## src/pcsb_pkg.sv

```systemverilog
// Shared types and constants for the point-to-scan binner.
package pcsb_pkg;

    localparam int unsigned CORDIC_STEPS = 16;
    localparam logic [15:0] NO_RETURN = 16'hFFFF;
    localparam logic [23:0] ANG_45 = 24'd2949120;
    localparam logic [23:0] ANG_90 = 24'd5898240;
    localparam logic [24:0] ANG_180 = 25'd11796480;

    localparam logic [1:0] REG_HEIGHT = 2'd0;
    localparam logic [1:0] REG_RLOW = 2'd1;
    localparam logic [1:0] REG_RHIGH = 2'd2;

    typedef enum logic [3:0] {
        ST_IDLE,
        ST_READ,
        ST_READ_OUT,
        ST_SQUARE,
        ST_SQRT,
        ST_CORDIC,
        ST_BEARING,
        ST_FETCH,
        ST_UPDATE
    } t_state;

    // Controller commands toward the datapath.
    typedef struct packed {
        logic load;
        logic rd_issue;
        logic rd_clear;
        logic out_load;
        logic sq_load;
        logic sqrt_init;
        logic sqrt_step;
        logic cordic_init;
        logic cordic_step;
        logic bear_load;
        logic fetch;
        logic update;
    } t_cmd;

    // Datapath status toward the controller.
    typedef struct packed {
        logic is_read;
        logic height_ok;
        logic sqrt_done;
        logic range_ok;
        logic cordic_done;
        logic bin_ok;
        logic out_busy;
    } t_status;

    function automatic logic [23:0] atan_step(input logic [3:0] i);
        logic [23:0] v;
        begin
            unique case (i)
                4'd0: v = 24'd2949120;
                4'd1: v = 24'd1740967;
                4'd2: v = 24'd919879;
                4'd3: v = 24'd466945;
                4'd4: v = 24'd234379;
                4'd5: v = 24'd117304;
                4'd6: v = 24'd58666;
                4'd7: v = 24'd29335;
                4'd8: v = 24'd14668;
                4'd9: v = 24'd7334;
                4'd10: v = 24'd3667;
                4'd11: v = 24'd1833;
                4'd12: v = 24'd917;
                4'd13: v = 24'd458;
                4'd14: v = 24'd229;
                default: v = 24'd115;
            endcase
            return v;
        end
    endfunction

endpackage

```

## src/pcsb_ctrl.sv

```systemverilog
// Controller state machine for the binner.
module pcsb_ctrl (
    input  logic               i_clk,
    input  logic               i_rst_n,
    input  logic               i_in_valid,
    input  logic               i_clear_busy,
    input  pcsb_pkg::t_status  i_status,
    output logic               o_in_ready,
    output pcsb_pkg::t_cmd     o_cmd
);
    import pcsb_pkg::*;

    t_state r_state, n_state;

    always_ff @(posedge i_clk) begin
        if (!i_rst_n) begin
            r_state <= ST_IDLE;
        end else begin
            r_state <= n_state;
        end
    end

    always_comb begin
        n_state = r_state;
        unique case (r_state)
            ST_IDLE: if (i_in_valid && !i_clear_busy) n_state = ST_SQUARE;
            ST_SQUARE: begin
                if (i_status.is_read) n_state = ST_READ;
                else if (!i_status.height_ok) n_state = ST_IDLE;
                else n_state = ST_SQRT;
            end
            ST_READ: n_state = ST_READ_OUT;
            ST_READ_OUT: if (!i_status.out_busy) n_state = ST_IDLE;
            ST_SQRT: begin
                if (i_status.sqrt_done) begin
                    n_state = i_status.range_ok ? ST_CORDIC : ST_IDLE;
                end
            end
            ST_CORDIC: if (i_status.cordic_done) n_state = ST_BEARING;
            ST_BEARING: n_state = ST_FETCH;
            ST_FETCH: n_state = i_status.bin_ok ? ST_UPDATE : ST_IDLE;
            ST_UPDATE: n_state = ST_IDLE;
            default: n_state = ST_IDLE;
        endcase
    end

    always_comb begin
        o_cmd = '0;
        o_in_ready = 1'b0;
        unique case (r_state)
            ST_IDLE: begin
                o_in_ready = !i_clear_busy;
                o_cmd.load = i_in_valid && !i_clear_busy;
            end
            ST_SQUARE: begin
                o_cmd.sq_load = 1'b1;
                o_cmd.rd_issue = i_status.is_read;
            end
            ST_READ: o_cmd.rd_issue = 1'b1;
            ST_READ_OUT: begin
                // keep the selected bin on the RAM address while the result waits
                o_cmd.rd_issue = 1'b1;
                o_cmd.out_load = !i_status.out_busy;
                o_cmd.rd_clear = !i_status.out_busy;
            end
            ST_SQRT: begin
                o_cmd.sqrt_step = !i_status.sqrt_done;
                o_cmd.cordic_init = i_status.sqrt_done;
            end
            ST_CORDIC: o_cmd.cordic_step = !i_status.cordic_done;
            ST_BEARING: o_cmd.bear_load = 1'b1;
            ST_FETCH: o_cmd.fetch = 1'b1;
            ST_UPDATE: o_cmd.update = 1'b1;
            default: ;
        endcase
        o_cmd.sqrt_init = (r_state == ST_SQUARE);
    end

`ifndef SYNTHESIS
    a_ready_idle: assert property (@(posedge i_clk) disable iff (!i_rst_n)
        o_in_ready |-> r_state == ST_IDLE) else $error("ready outside idle");
    a_update_after_fetch: assert property (@(posedge i_clk) disable iff (!i_rst_n)
        o_cmd.update |-> $past(r_state) == ST_FETCH) else $error("update w/o fetch");
    a_no_accept_clear: assert property (@(posedge i_clk) disable iff (!i_rst_n)
        i_clear_busy |-> !o_cmd.load) else $error("accept during clear");
`endif
endmodule

```

## config.mk

```make
export PLATFORM = sky130hd
export DESIGN_NAME = pcsb_ctrl
export DESIGN_NICKNAME = d
export VERILOG_FILES = /design/src/pcsb_pkg.sv /design/src/pcsb_ctrl.sv
export SDC_FILE = /design/constraint.sdc
export NUM_CORES = 1
export LEC_CHECK = 0
export ABC_AREA = 1
export BUFFER_PORTS_ARGS = -buffer_cell sky130_fd_sc_hd__buf_4
export CORE_AREA = 2 2 39 41
export CTS_CLUSTER_DIAMETER = 100
export DETAILED_ROUTE_END_ITERATION = 8
export DIE_AREA = 0 0 41 43
export PLACE_DENSITY_LB_ADDON = 0.1
export SLEW_MARGIN = 20
export SYNTH_ARGS = -nofsm -noshare
export SYNTH_HDL_FRONTEND = slang
export SYNTH_SLANG_ARGS = --single-unit
```

## constraint.sdc

```tcl
create_clock -name i_clk -period 1.71 [get_ports i_clk]
set_input_delay 0.2565 -clock i_clk [delete_from_list [all_inputs] [get_ports i_clk]]
set_output_delay 0.2565 -clock i_clk [all_outputs]
set_load 0.005 [all_outputs]
```

==> impl_results.md <==
* Skew final at between 5 and 6 ps
* Resize count post-CTS at 0
* WHS Path Cells at 3
* RSZ-0062 raised after global routing: no
* Slew HR at ~74%
* Top-count cell post-synth: nand2_1
* Largest net degree at the start of global routing at 8
* CTS buffer count at 3
* CP Capture Type: primary output
* Hold Path Class: in -> reg
* Crit path time final at 1550 ps
* Fmax at approximately 0.65 GHz
* Area after DPL at 515 sq um
* CP max FO at 7
* Clk_lat worst skew at about 230 ps
* Syn Area/Cell at 5.54 sq um
* Status: complete, no violations
* CP Data Arrival Time at 1290 ps
* # nets final at 98
* #FFs+latches synth at 4
* Largest register FFs at 4
* Syn Std Cell Area at roughly 340 sq um
* Total GRT Usage at 12.8%
* Critical path launch point type: register
* FFs w/ async S/R, synth at 0%
* Ant. Diodes at 0
* Num ports at 24
* EDFF count, synth at 0
* Wire length per cell at 9.69 um
* Count of pins over their slew limit at 0
* WL met1 at 384 um
* Met3 WL post-DR at between 90 and 100 um
* H-tree levels at 1
* Finished Cell Area at roughly 540 sq um
* Die H at 43 um
* Hold-fix buffers, CTS at 0
* Main synth FF type: dfxtp_1
* Synth warn at 0
* Highest Signal Layer: met3
* TritonCTS clock tree: yes
* Worst vdd ir at ~450 uV
* Final antenna-violating net count at 0
* Row cnt at 14
* Worst Path Required at 1450 ps
* R2R depth at 7
* Tcrit/Tclk final at 90.6%
* Leakage power at 0.306 nW
* CTS root buf: clkbuf_4
* FF+latch area at 80.1 sq um
* First-pass GRT wire length at 1590 um
* Area growth syn-to-layout at 59.3%
* Clk buf depth at 2
* Die Width at ~41 um
* DR pass1 iterations at 4
* Vias per cell at 4.56
* R2r endpoint: r_state[2]
* Power per cell area at approximately 830 mW/mm^2
* Core Area at 0.00138 sq mm
* Port bufs at 23
* # DRC at 0
* Biggest register: r_state
* Final WL at 979 um
* Setup TNS at 0 ps
* Max-cap viol count at 0
* Syn nets at about 70
* Reg-to-reg critical path startpoint: r_state[2]
* DPL Wire Length at 827 um
* Seq/Total Area, Yosys at 23.7%
* Clock sink count at 4
* Final Wtd Congestion at 0.793
* Final Setup Violations at 0
* First-iteration detailed-routing DRC count at 13
* Met2 WL post-DR at 502 um
* Hold Path Sink: r_state[3]
* Top cells by area, synth: dfxtp_1 24%, nand2_1 16%, inv_1 13%
* Worst-path clk slew at roughly 40 ps
* Layout Cells excl Fill at 101
* Vias in the first global route at 429
* Initial Utilization at 24.4%
* Final Hold Vio Count at 0
* Total die area at around 0.0018 sq mm
* Fill cells at between 150 and 200
* Slew @ Worst Pin at 386 ps
* Cells after DPL at between 90 and 100
* Post-Syn Instances at 61
* GR Overflow Total at 0
* Area leader, netlist: dfxtp_1
* Buffer count from post-CTS setup fixing at 0
* HP Start: i_status[1]
* Synth top area share at 23.7%
* Setup slack, reg-to-reg at between 400 and 500 ps
* Share of cells above drive strength 1 at 32.9%
* Initial antenna violation count at 0
* Top cells by count, synth: 14 x nand2_1, 12 x inv_1, 10 x nor2_1
* Crit path kind: reg -> out
* Distinct cell type count after synthesis at 11
* Multi-input logic area at ~200 sq um
* Biggest regs: r_state (4)
* Vias at 461
metal layers:
metal  track usage [%]  up-vias
met5                 0        -
met2              20.6       18
li1                  -      241
met3              3.14        0
met4              6.00        0
met1              15.0      202
worst max path at each step:
stage | startpoint | to | depth (start not counted)
detailed placement | r_state[1] | o_cmd[8] | 3
global route | r_state[1] | o_cmd[8] | 3
global placement | r_state[1] | o_cmd[9] | 3
CTS | r_state[1] | o_cmd[8] | 3
finish | r_state[1] | o_cmd[8] | 3
floorplan | r_state[1] | o_cmd[9] | 3
critical path, cell delays in order, from the launching register on:
cell	delay, ps
dfxtp_1	420
inv_1	100
nor4_1	360
buf_4	180
logic make-up after synthesis:
logic type,synth area share (%)
buf+inv,17.8
compound gates,11.1
simple gates,47.4
flops,23.7
cells in the final DEF (no fill, tap or decap):
cell      count
buf_4        23
nand2_1      14
inv_1        12
nor2_1       10
nand3_1       7
dfxtp_1       4
o211ai_1      3
a21oi_1       3
clkbuf_4      3
nor3_1        2
nor2_2        2
nor4_1        2
stage by stage:
step                power, mW  hold WS [ps]  util (%)  setup WS [ps]
floorplan               0.250           377         -            459
global placement        0.333           477      37.3            430
detailed placement      0.336           480      37.3            414
CTS                     0.457           241      38.9            149
global route            0.492           283      38.9           16.1
finish                  0.449           245      38.9            160
report_power, final:
part / leakage [nW] / switching, mW / internal [mW]
clock: 0.0138 / 0.0356 / 0.0783
sequential: 0.0326 / 0.0214 / 0.108
combinational: 0.260 / 0.107 / 0.0984
area by class of cell:
type / instances / share of cell area [%]
multi-input cells: 43 / 36.7
well taps: 16 / 3.72
inverters: 12 / 8.37
repair buffers: 23 / 32.1
clock buffers: 3 / 4.19
flip-flops and latches: 4 / 14.9
Note: power is estimated with default switching activity, not from simulation.
